`src/hdl/wmmcs_pkg.sv`:
```
// Shared types and constants for the waveform min/max column scroller.
// No dependencies; imported by every module of the block.
package wmmcs_pkg;

  localparam int SAMPLE_W   = 16;
  localparam int WIN_CNT_W  = 16;
  localparam int AMP_W      = 7;
  localparam int MODE_W     = 3;
  localparam int CFG_DATA_W = 16;
  localparam int CFG_IDX_W  = 2;
  localparam int COL_OUT_W  = 9;
  localparam int ROW_OUT_W  = 8;

  localparam logic [CFG_IDX_W-1:0] CFG_WINDOW_SAMPLES    = 2'd0;
  localparam logic [CFG_IDX_W-1:0] CFG_AMPLITUDE_PERCENT = 2'd1;
  localparam logic [CFG_IDX_W-1:0] CFG_DISPLAY_MODE      = 2'd2;

  localparam logic [MODE_W-1:0] MODE_WAVEFORM = 3'd1;

  localparam logic [WIN_CNT_W-1:0] WINDOW_RESET = 16'd512;
  localparam int                   AMP_RESET    = 70;
  localparam logic [AMP_W-1:0]     AMP_FULL     = 7'd100;
  localparam logic [MODE_W-1:0]    MODE_RESET   = MODE_WAVEFORM;

  localparam logic signed [SAMPLE_W-1:0] SAMPLE_MAX = 16'sh7FFF;
  localparam logic signed [SAMPLE_W-1:0] SAMPLE_MIN = 16'sh8000;

  // floor(x / 25) = (x * RECIP_25) >> RECIP_SHIFT for x below 199728
  localparam int              RECIP_W     = 18;
  localparam logic [RECIP_W-1:0] RECIP_25 = 18'd167773;
  localparam int              RECIP_SHIFT = 22;

  typedef struct packed {
    logic [WIN_CNT_W-1:0] window_samples;
    logic                 waveform;
  } cfg_t;

  typedef struct packed {
    logic signed [SAMPLE_W-1:0] win_min;
    logic signed [SAMPLE_W-1:0] win_max;
    logic [COL_OUT_W-1:0]       column_addr;
    logic [COL_OUT_W-1:0]       scroll_start;
  } win_t;

endpackage

```
`src/hdl/waveform_min_max_column_scroller.sv`:
```
// Top level of the waveform min/max column scroller.
// Instantiates wmmcs_cfg, wmmcs_accum and wmmcs_rowmap; uses wmmcs_pkg.
//
// Keeps the minimum and maximum of the current window of signed 16-bit
// samples. The sample that fills the window closes it; in waveform mode the
// block then advances the scroll pointer and passes one beat through the
// accumulator and row mapper registers, with the column to redraw, the new
// scroll start and the screen rows of the window extremes. Throughput is one
// sample per clock while ready, set by the accumulator's compare-and-update;
// samples keep flowing while a result waits. Configuration writes take effect
// at once; the user must issue them while idle, unenforced by the block. An
// amplitude write computes the row scale and offset in the write cycle.
module waveform_min_max_column_scroller #(
  parameter int SCREEN_COLUMNS = 320,
  parameter int SCREEN_ROWS    = 240
) (
  input  logic                                 clk_i,
  input  logic                                 rst_ni,
  input  logic                                 cfg_we_i,
  input  logic [wmmcs_pkg::CFG_IDX_W-1:0]      cfg_idx_i,
  input  logic [wmmcs_pkg::CFG_DATA_W-1:0]     cfg_wdata_i,
  input  logic                                 sample_valid_i,
  output logic                                 sample_ready_o,
  input  logic signed [wmmcs_pkg::SAMPLE_W-1:0] sample_i,
  output logic                                 result_valid_o,
  input  logic                                 result_ready_i,
  output logic [wmmcs_pkg::COL_OUT_W-1:0]      column_addr_o,
  output logic [wmmcs_pkg::COL_OUT_W-1:0]      scroll_start_o,
  output logic [wmmcs_pkg::ROW_OUT_W-1:0]      low_row_o,
  output logic [wmmcs_pkg::ROW_OUT_W-1:0]      high_row_o
);
  import wmmcs_pkg::*;

  localparam int COL_W = $clog2(SCREEN_COLUMNS);
  localparam int ROW_W = $clog2(SCREEN_ROWS + 1);

  cfg_t             cfg;
  logic [ROW_W-1:0] usable, offset;
  logic             win_valid, win_ready;
  win_t             win;

  wmmcs_cfg #(
    .SCREEN_ROWS (SCREEN_ROWS),
    .ROW_W       (ROW_W)
  ) u_cfg (
    .clk_i       (clk_i),
    .rst_ni      (rst_ni),
    .cfg_we_i    (cfg_we_i),
    .cfg_idx_i   (cfg_idx_i),
    .cfg_wdata_i (cfg_wdata_i),
    .cfg_o       (cfg),
    .usable_o    (usable),
    .offset_o    (offset)
  );

  wmmcs_accum #(
    .SCREEN_COLUMNS (SCREEN_COLUMNS),
    .COL_W          (COL_W)
  ) u_accum (
    .clk_i          (clk_i),
    .rst_ni         (rst_ni),
    .cfg_i          (cfg),
    .sample_valid_i (sample_valid_i),
    .sample_ready_o (sample_ready_o),
    .sample_i       (sample_i),
    .win_valid_o    (win_valid),
    .win_ready_i    (win_ready),
    .win_o          (win)
  );

  wmmcs_rowmap #(
    .ROW_W (ROW_W)
  ) u_rowmap (
    .clk_i          (clk_i),
    .rst_ni         (rst_ni),
    .usable_i       (usable),
    .offset_i       (offset),
    .win_valid_i    (win_valid),
    .win_ready_o    (win_ready),
    .win_i          (win),
    .result_valid_o (result_valid_o),
    .result_ready_i (result_ready_i),
    .column_addr_o  (column_addr_o),
    .scroll_start_o (scroll_start_o),
    .low_row_o      (low_row_o),
    .high_row_o     (high_row_o)
  );

endmodule

```
`src/hdl/wmmcs_cfg.sv`:
```
// Configuration registers: window length, display mode, and the row scale
// and offset derived from the amplitude percent at write time. Uses wmmcs_pkg.
module wmmcs_cfg #(
  parameter int SCREEN_ROWS = 240,
  parameter int ROW_W       = 8
) (
  input  logic                          clk_i,
  input  logic                          rst_ni,
  input  logic                          cfg_we_i,
  input  logic [wmmcs_pkg::CFG_IDX_W-1:0]  cfg_idx_i,
  input  logic [wmmcs_pkg::CFG_DATA_W-1:0] cfg_wdata_i,
  output wmmcs_pkg::cfg_t               cfg_o,
  output logic [ROW_W-1:0]              usable_o,
  output logic [ROW_W-1:0]              offset_o
);
  import wmmcs_pkg::*;

  localparam int PROD_W = ROW_W + AMP_W;
  localparam int X_W    = PROD_W - 2;
  localparam int R_W    = X_W + RECIP_W;
  localparam int RST_USABLE_I = SCREEN_ROWS * AMP_RESET / 100;
  localparam logic [ROW_W-1:0] RST_USABLE = ROW_W'(RST_USABLE_I);
  localparam logic [ROW_W-1:0] RST_OFFSET = ROW_W'((SCREEN_ROWS - RST_USABLE_I) / 2);

  logic [WIN_CNT_W-1:0] window_q;
  logic [MODE_W-1:0]    mode_q;
  logic [ROW_W-1:0]     usable_q, usable_d;
  logic [ROW_W-1:0]     offset_q, offset_d;

  logic [AMP_W-1:0]  amp;
  logic [PROD_W-1:0] prod;
  logic [X_W-1:0]    quarter;
  logic [R_W-1:0]    recip;

  // usable = rows * amp / 100, taken as (rows * amp / 4) / 25
  always_comb begin
    amp      = (cfg_wdata_i[AMP_W-1:0] > AMP_FULL) ? AMP_FULL : cfg_wdata_i[AMP_W-1:0];
    prod     = PROD_W'(SCREEN_ROWS) * PROD_W'(amp);
    quarter  = prod[PROD_W-1:2];
    recip    = R_W'(quarter) * R_W'(RECIP_25);
    usable_d = recip[RECIP_SHIFT +: ROW_W];
    offset_d = (ROW_W'(SCREEN_ROWS) - usable_d) >> 1;
  end

  always_ff @(posedge clk_i or negedge rst_ni) begin
    if (!rst_ni) begin
      window_q <= WINDOW_RESET;
      mode_q   <= MODE_RESET;
      usable_q <= RST_USABLE;
      offset_q <= RST_OFFSET;
    end else if (cfg_we_i) begin
      case (cfg_idx_i)
        CFG_WINDOW_SAMPLES: window_q <= cfg_wdata_i[WIN_CNT_W-1:0];
        CFG_AMPLITUDE_PERCENT: begin
          usable_q <= usable_d;
          offset_q <= offset_d;
        end
        CFG_DISPLAY_MODE: mode_q <= cfg_wdata_i[MODE_W-1:0];
        default: ;
      endcase
    end
  end

  assign cfg_o.window_samples = window_q;
  assign cfg_o.waveform       = (mode_q == MODE_WAVEFORM);
  assign usable_o             = usable_q;
  assign offset_o             = offset_q;

endmodule

```
`src/hdl/wmmcs_accum.sv`:
```
// Window accumulator: tracks min, max and count per sample and, in waveform mode,
// advances the scroll pointer on a closed window and registers its beat. Uses wmmcs_pkg.
module wmmcs_accum #(
  parameter int SCREEN_COLUMNS = 320,
  parameter int COL_W          = 9
) (
  input  logic                               clk_i,
  input  logic                               rst_ni,
  input  wmmcs_pkg::cfg_t                    cfg_i,
  input  logic                               sample_valid_i,
  output logic                               sample_ready_o,
  input  logic signed [wmmcs_pkg::SAMPLE_W-1:0] sample_i,
  output logic                               win_valid_o,
  input  logic                               win_ready_i,
  output wmmcs_pkg::win_t                    win_o
);
  import wmmcs_pkg::*;

  logic signed [SAMPLE_W-1:0] min_q, min_d, max_q, max_d;
  logic [WIN_CNT_W-1:0]       cnt_q, cnt_d, cnt_inc, limit;
  logic [COL_W-1:0]           pos_q, pos_d, pos_inc;
  logic                       valid_q, valid_d;
  logic                       accept, close, emit;
  logic [31:0]                col_ext, start_ext;
  win_t                       win_q, win_d;

  assign sample_ready_o = !valid_q || win_ready_i;
  assign accept         = sample_valid_i && sample_ready_o;

  always_comb begin
    min_d   = min_q;
    max_d   = max_q;
    cnt_d   = cnt_q;
    pos_d   = pos_q;
    limit   = (cfg_i.window_samples == '0) ? WIN_CNT_W'(1) : cfg_i.window_samples;
    cnt_inc = cnt_q + WIN_CNT_W'(1);
    close   = (cnt_inc == '0) || (cnt_inc >= limit);
    emit    = accept && close && cfg_i.waveform;
    pos_inc = (pos_q == COL_W'(SCREEN_COLUMNS - 1)) ? '0 : pos_q + COL_W'(1);
    if (accept) begin
      if (close) begin
        min_d = SAMPLE_MAX;
        max_d = SAMPLE_MIN;
        cnt_d = '0;
        if (cfg_i.waveform) begin
          pos_d = pos_inc;
        end
      end else begin
        min_d = (sample_i < min_q) ? sample_i : min_q;
        max_d = (sample_i > max_q) ? sample_i : max_q;
        cnt_d = cnt_inc;
      end
    end
  end

  always_comb begin
    col_ext            = 32'(pos_q);
    start_ext          = 32'(pos_inc);
    win_d.win_min      = (sample_i < min_q) ? sample_i : min_q;
    win_d.win_max      = (sample_i > max_q) ? sample_i : max_q;
    win_d.column_addr  = col_ext[COL_OUT_W-1:0];
    win_d.scroll_start = start_ext[COL_OUT_W-1:0];
  end

  always_comb begin
    if (emit) begin
      valid_d = 1'b1;
    end else if (win_ready_i) begin
      valid_d = 1'b0;
    end else begin
      valid_d = valid_q;
    end
  end

  always_ff @(posedge clk_i or negedge rst_ni) begin
    if (!rst_ni) begin
      min_q   <= SAMPLE_MAX;
      max_q   <= SAMPLE_MIN;
      cnt_q   <= '0;
      pos_q   <= '0;
      valid_q <= 1'b0;
    end else begin
      min_q   <= min_d;
      max_q   <= max_d;
      cnt_q   <= cnt_d;
      pos_q   <= pos_d;
      valid_q <= valid_d;
    end
  end

  always_ff @(posedge clk_i) begin
    if (emit) begin
      win_q <= win_d;
    end
  end

  assign win_valid_o = valid_q;
  assign win_o       = win_q;

endmodule

```
`src/hdl/wmmcs_rowmap.sv`:
```
// Row mapper: scales the window extremes to screen rows and holds the
// result beat in the output register. Uses wmmcs_pkg.
module wmmcs_rowmap #(
  parameter int ROW_W = 8
) (
  input  logic                                clk_i,
  input  logic                                rst_ni,
  input  logic [ROW_W-1:0]                    usable_i,
  input  logic [ROW_W-1:0]                    offset_i,
  input  logic                                win_valid_i,
  output logic                                win_ready_o,
  input  wmmcs_pkg::win_t                     win_i,
  output logic                                result_valid_o,
  input  logic                                result_ready_i,
  output logic [wmmcs_pkg::COL_OUT_W-1:0]     column_addr_o,
  output logic [wmmcs_pkg::COL_OUT_W-1:0]     scroll_start_o,
  output logic [wmmcs_pkg::ROW_OUT_W-1:0]     low_row_o,
  output logic [wmmcs_pkg::ROW_OUT_W-1:0]     high_row_o
);
  import wmmcs_pkg::*;

  localparam int Y_W = SAMPLE_W + ROW_W;

  // row = (s + 32768) * usable / 65535 + offset; divide via y + (y >> 16) + 1
  function automatic logic [ROW_W:0] to_row(input logic signed [SAMPLE_W-1:0] s,
                                            input logic [ROW_W-1:0] usable,
                                            input logic [ROW_W-1:0] offset);
    logic [SAMPLE_W-1:0] biased;
    logic [Y_W-1:0]      y;
    logic [Y_W:0]        acc;
    biased = {~s[SAMPLE_W-1], s[SAMPLE_W-2:0]};
    y      = Y_W'(biased) * Y_W'(usable);
    acc    = (Y_W+1)'(y) + (Y_W+1)'(y >> SAMPLE_W) + (Y_W+1)'(1);
    return (ROW_W+1)'(acc >> SAMPLE_W) + (ROW_W+1)'(offset);
  endfunction

  logic                 valid_q, valid_d, accept;
  logic [ROW_W:0]       low_full, high_full;
  logic [31:0]          low_ext, high_ext;
  logic [COL_OUT_W-1:0] col_q, start_q;
  logic [ROW_OUT_W-1:0] low_q, low_d, high_q, high_d;

  assign win_ready_o = !valid_q || result_ready_i;
  assign accept      = win_valid_i && win_ready_o;

  always_comb begin
    low_full  = to_row(win_i.win_min, usable_i, offset_i);
    high_full = to_row(win_i.win_max, usable_i, offset_i);
    low_ext   = 32'(low_full);
    high_ext  = 32'(high_full);
    low_d     = low_ext[ROW_OUT_W-1:0];
    high_d    = high_ext[ROW_OUT_W-1:0];
  end

  always_comb begin
    if (accept) begin
      valid_d = 1'b1;
    end else if (result_ready_i) begin
      valid_d = 1'b0;
    end else begin
      valid_d = valid_q;
    end
  end

  always_ff @(posedge clk_i or negedge rst_ni) begin
    if (!rst_ni) begin
      valid_q <= 1'b0;
    end else begin
      valid_q <= valid_d;
    end
  end

  always_ff @(posedge clk_i) begin
    if (accept) begin
      col_q   <= win_i.column_addr;
      start_q <= win_i.scroll_start;
      low_q   <= low_d;
      high_q  <= high_d;
    end
  end

  assign result_valid_o = valid_q;
  assign column_addr_o  = col_q;
  assign scroll_start_o = start_q;
  assign low_row_o      = low_q;
  assign high_row_o     = high_q;

endmodule

```
`config.mk`:
```
export PLATFORM = sky130hd
export DESIGN_NAME = waveform_min_max_column_scroller
export DESIGN_NICKNAME = d
export VERILOG_FILES = /design/src/hdl/wmmcs_pkg.sv /design/src/hdl/waveform_min_max_column_scroller.sv /design/src/hdl/wmmcs_cfg.sv /design/src/hdl/wmmcs_accum.sv /design/src/hdl/wmmcs_rowmap.sv
export SDC_FILE = /design/constraint.sdc
export NUM_CORES = 1
export LEC_CHECK = 0
export BUFFER_PORTS_ARGS = -buffer_cell sky130_fd_sc_hd__buf_2
export CORE_ASPECT_RATIO = 0.6
export CORE_MARGIN = 2
export CORE_UTILIZATION = 55
export DETAILED_ROUTE_END_ITERATION = 6
export PLACE_DENSITY = 0.79
export SLEW_MARGIN = 20
export SYNTH_ARGS = -nofsm -noshare
export SYNTH_HDL_FRONTEND = slang
export SYNTH_HIERARCHICAL = 1
export SYNTH_SLANG_ARGS = --single-unit
```
`constraint.sdc`:
```
create_clock -name clk_i -period 13.2 [get_ports clk_i]
set_clock_uncertainty 0.05 [all_clocks]
set_input_delay 1.32 -clock clk_i [delete_from_list [all_inputs] [get_ports clk_i]]
set_output_delay 1.32 -clock clk_i [all_outputs]
set_load 0.1 [all_outputs]
```
### After elaboration in Yosys (flattened, before gate mapping)

Cells that the tools add are included.
W data, S select, Z words.

* add/subtract/negate cells: 9
* $mul: 4
* divide/modulo/power cells: 0
* magnitude comparators: 4
* equal/unequal tests: 4
* shifts and indexed selects: 0
* mux-type cells: 12
* bitwise operators: 2
* reduce and logical (&&, ||, !) cells: 18

Operators by type and width (number)
* $mux W16: 6
* $add A24 B1 Y24 const B: 2
* $add A24 B8 Y24: 2
* $mul A16 B8 Y24: 2
* $logic_not A16 Y1: 2
* $mul A11 B18 Y28 const B: 1
* $add A16 B1 Y16 const B: 1
* $add A8 B7 Y8: 2
* $ge A16 B16 Y1: 1
* $gt A16 B16 Y1: 1
* $lt A16 B16 Y1: 1
* $mul A4 B7 Y11 const A: 1
* $add A9 B1 Y9 const B: 1
* $eq A9 B9 Y1 const B: 1
* $mux W9: 1
* $sub A8 B8 Y8 const A: 1
* $gt A7 B7 Y1 const B: 1
* $mux W7: 1
* $reduce_and A2 Y1: 3
* $logic_and A1 B1 Y1: 4
* $mux W1: 4
* $reduce_bool A2 Y1: 2
* $eq A3 B1 Y1 const B: 1
* $logic_or A1 B1 Y1: 3
* 6 further kinds: 8

* bits in registers: 177
* bits in latches: 0
* bits in writable memories: 0
* bits in read-only memories: 0
* bits of input ports: 39
* output and inout bits: 36
* logic and storage cells: 71
* memories kept: 0

### Logic depth before layout (Yosys ltp)

* depth after elaboration: 7
* mapped depth: 41

### Modules after synthesis

Netlist, hierarchy kept.

Modules (own cells, without submodules)
* wmmcs_rowmap: times used 1, cells each 1173, area each 10590.2 um^2
* wmmcs_accum: times used 1, cells each 571, area each 6009.5 um^2
* wmmcs_cfg: times used 1, cells each 550, area each 5455.2 um^2

### Worst setup path after synthesis

Ideal clock, no wire load.

* kind: input to register
* start: input cfg_wdata_i[4] (netlist name)
* end: register u_cfg.offset_q[6] (netlist: u_cfg/offset_o[6])
* setup time: 0.131 ns
* data arrival time: 9.516 ns
* required time: 13.019 ns
* setup slack: 3.503 ns
* stages on the path: 36
* cell sequence: o311ai_4 and2_2 inv_1 fa_1 inv_1 fa_1 ha_1 a21o_1 a21oi_1 o21ai_0 a21oi_1 o21bai_1 a21oi_1 xnor2_1 inv_1 ha_1 inv_1 ha_1 nor2_1 fa_1 fa_1 inv_1 fa_1 inv_1 fa_1 inv_1 ha_1 a21oi_1 o21ai_4 a211oi_1 o211ai_1 a41o_2 and3_4 a2111o_1 xor2_1 o21ai_1

* cells in the longest elaborated chain, start to end: 5

RTL lines
* start, declared: line waveform_min_max_column_scroller.sv:21 `input logic [wmmcs_pkg::CFG_DATA_W-1:0] cfg_wdata_i,`
* $gt A7 B7 Y1: line wmmcs_cfg.sv:37 `amp = (cfg_wdata_i[AMP_W-1:0] > AMP_FULL) ? AMP_FULL : cfg_wdata_i[AMP_W-1:0];`
* $mux W7 *: line wmmcs_cfg.sv:37
* $mul A4 B7 Y11 *: line wmmcs_cfg.sv:38 `prod = PROD_W'(SCREEN_ROWS) * PROD_W'(amp);`
* $mul A11 B18 Y28 *: line wmmcs_cfg.sv:40 `recip = R_W'(quarter) * R_W'(RECIP_25);`
* $sub A8 B8 Y8 *: line wmmcs_cfg.sv:42 `offset_d = (ROW_W'(SCREEN_ROWS) - usable_d) >> 1;`
* end signal, assigned: line wmmcs_cfg.sv:56 `offset_q <= offset_d;`
* end, declared: line wmmcs_cfg.sv:28 `logic [ROW_W-1:0] offset_q, offset_d;`

Mark *: on every way between the ends. The rest lies on a longest branch, timed or not.
A chain may end at the register's enable or synchronous reset.

### Worst setup path in the final report

Same ends and word-level chain as after synthesis.

==> flow_metrics.env <==
export IMPL_status="finished clean"
export IMPL_clkSinkCount=177
export IMPL_post_cts_buffers=0
export IMPL_synth_area_leaders="fa_1, ha_1, edfxtp_1, dfrtp_1, inv_1"
export IMPL_post_cts_resized=0
export IMPL_wl_per_cell_microns=18.6
export IMPL_placementRows=56
export IMPL_fin_nets=2864
export IMPL_n_fill_cell=3243
export IMPL_grt_ovfl_total=0
export IMPL_drtIter0Drc=1421
export IMPL_cp_end_kind="register"
export IMPL_initial_core_util=0.561
export IMPL_final_cell_mix="inv_1, ha_1, fa_1, nand2_1, and2_1"
export IMPL_cp_startpoint="cfg_wdata_i[4]"
export IMPL_min_from="u_accum/win_o[0]"
export IMPL_synthCells=2294
export IMPL_grt_pass1_wl_microns=88500
export IMPL_syn_nets=2830
export IMPL_r2r_end="u_rowmap/low_row_o[7]"
export IMPL_avgSynthCellArea_sq_um=9.61
export IMPL_synth_top_area_frac=0.212
export IMPL_area_growth_pct=6.44
export IMPL_synthMuxAreaShare=0.0155
export IMPL_finalSetupTns_ps=0
export IMPL_drive_above_1_share=0.0940
export IMPL_grt_pass1_vias=17100
export IMPL_fmax_mhz=96.2
export IMPL_synth_seq_cells=177
export IMPL_worstPathArrival_ps=10650
export IMPL_ctsHoldBuffers=0
export IMPL_ant_nets=0
export IMPL_r2r_setup_slack_ps=3360
export IMPL_path_common_cell="inv_1"
export IMPL_fin_crit_sh=0.788
export IMPL_hold_viol=0
export IMPL_core_area_sq_um=39300
export IMPL_synth_top_family_by_area="adder cells"
export IMPL_setup_viol=0
export IMPL_dieArea_sq_um=41800
export IMPL_min_path_type="reg -> reg"
export IMPL_max_stage_delay_ps=530
export IMPL_dpl_hpwl_microns=42400
export IMPL_cp_slowest_cell="fa_1"
export IMPL_ys_types=100
export IMPL_path_clk_slew_ps=80
export IMPL_yosysWarnings=6
export IMPL_cts_tree="done"
export IMPL_final_common_cell="inv_1"
export IMPL_gp_congestion=0.948
export IMPL_rsz0062_at_grt="no"
export IMPL_die_h_microns=159
export IMPL_tightest_slew_ps=1040
export IMPL_synthAdderAreaFrac=0.363
export IMPL_endpoint="u_cfg/offset_o[6]"
export IMPL_grt_antenna_before_repair=1
export IMPL_htreeDepth=4
export IMPL_routed_wl_microns=53200
export IMPL_slew_viol_final=0
export IMPL_synth_compound_area_share=0.121
export IMPL_syn_area_sq_um=22100
export IMPL_io_buffers=74
export IMPL_yosysTopAreaCell="fa_1"
export IMPL_cp_max_fo=7
export IMPL_relSlewSlack=0.301
export IMPL_worstSetupPathType="in -> reg"
export IMPL_synth_edf_count=84
export IMPL_synth_flop_cell="edfxtp_1"
export IMPL_r2r_start="u_cfg/usable_o[3]"
export IMPL_io_pins=75
export IMPL_clockBufferDepth=2
export IMPL_worst_setup_path_start_kind="input pin"
export IMPL_dr_total_vias=16500
export IMPL_crit_required_ps=13460
export IMPL_cap_viol_max_count=0
export IMPL_grt_use_total=0.264
export IMPL_worstRegToRegCells=37
export IMPL_synth_simple_gate_area_share=0.146
export IMPL_dr_pass1_iters=5
export IMPL_grt_start_max_net_pins=56
export IMPL_drc=0
export IMPL_clk_latency_ps=460
export IMPL_synth_async_sr_flop_share=0.525
export IMPL_yosysSeqAreaShare=0.221
export IMPL_root_buffer="clkbuf_16"
export IMPL_synth_xor_area_frac=0.0461
export IMPL_viasPerCell=5.77
export IMPL_cts_inserted_buffers=17
export IMPL_die_w_microns=263
export IMPL_min_period_ps=10400
worst min path at each step:
| stage | slack [ps] | depth (start not counted) | endpoint |
|---|---|---|---|
| floorplan | 350 | 0 | u_rowmap/column_addr_o[0] |
| global placement | 350 | 0 | u_rowmap/scroll_start_o[1] |
| detailed placement | 360 | 0 | u_rowmap/column_addr_o[4] |
| CTS | 380 | 0 | u_rowmap/column_addr_o[4] |
| global route | 380 | 0 | u_rowmap/scroll_start_o[8] |
| finish | 380 | 0 | u_rowmap/scroll_start_o[0] |
registers in the layout (all words and copies together) (netlist names):
register and flops:
u_rowmap/high_row_o 8, u_cfg/offset_o 7, u_rowmap/scroll_start_o 9, u_accum/win_o 50, u_rowmap/result_valid_o 1, u_accum/cnt_q 16
u_accum/win_valid_o 1, u_rowmap/low_row_o 8, u_cfg/usable_o 8, u_accum/min_q 16, u_cfg/window_q 16, u_cfg/mode_q 3
u_accum/pos_q 9, u_accum/max_q 16, u_rowmap/column_addr_o 9
final cells by class:
| class | instances | area [sq um] | share of cell area |
|---|---|---|---|
| repair buffers | 85 | 455 | 0.0194 |
| well taps | 522 | 653 | 0.0278 |
| inverters | 417 | 1570 | 0.0667 |
| clock inverters | 15 | 215 | 0.00917 |
| multi-input cells | 1630 | 15300 | 0.651 |
| diodes | 1 | 2.50 | 0.000107 |
| flip-flops and latches | 177 | 4880 | 0.208 |
| clock buffers | 17 | 425 | 0.0181 |
routing by layer:
metal	vias up	part of all wire	track usage
li1	7684	-	-
met1	8188	0.47	0.389
met2	624	0.44	0.407
met3	39	0.084	0.0496
met4	0	0.0090	0.0525
met5	-	0	0
per-stage QoR:
| stage | hold slack [ps] | instance area (sq um) | utilization | instances | setup slack (ps) |
|---|---|---|---|---|---|
| after floorplan | 350 | 22100 | - | 2294 | 3500 |
| after global placement | 352 | 22800 | 0.581 | 2831 | 2700 |
| after detailed placement | 358 | 22800 | 0.581 | 2831 | 2380 |
| after CTS | 379 | 23500 | 0.597 | 2863 | 2880 |
| after global routing | 384 | 23500 | 0.597 | 2863 | 2190 |
| final | 376 | 23500 | 0.597 | 2864 | 2800 |
kinds of logic after synthesis:
family | after synthesis
other | 1
AND/OR/NAND/NOR | 604
flip-flops | 177
buffers and inverters | 487
AO/OA/AOI/OAI | 383
XOR/XNOR | 112
adder cells (fa/ha/maj) | 500
multiplexers | 30
Yosys cell counts (11+ instances only):
cell type	instances
edfxtp_1	84
nor2b_1	23
o211ai_1	14
xnor2_1	69
o2bb2ai_1	16
nand2b_1	20
nand2_1	188
inv_1	417
nor2_1	57
nand4_1	25
nand3_1	34
dfrtp_1	70
and2_1	165
a21o_1	25
o21ai_0	95
dfstp_2	23
mux2_2	29
xor2_1	40
a21oi_1	75
nor3_1	23
clkbuf_1	47
a211oi_1	15
o22a_1	16
ha_1	263
fa_1	234
o21bai_1	11
nor4_1	12
worst max-delay path: cells and delay by family:
| family | cells | cell delay [ps] |
|---|---|---|
| AND/OR/NAND/NOR | 3 | 1010 |
| adder cells (fa/ha/maj) | 10 | 4310 |
| AO/OA/AOI/OAI | 12 | 2490 |
| buffers and inverters | 9 | 870 |
| XOR/XNOR | 3 | 640 |
Power is left out: the tool's default activity adds up to more than one toggle a clock period on the data nets, which glitch-free logic cannot reach.
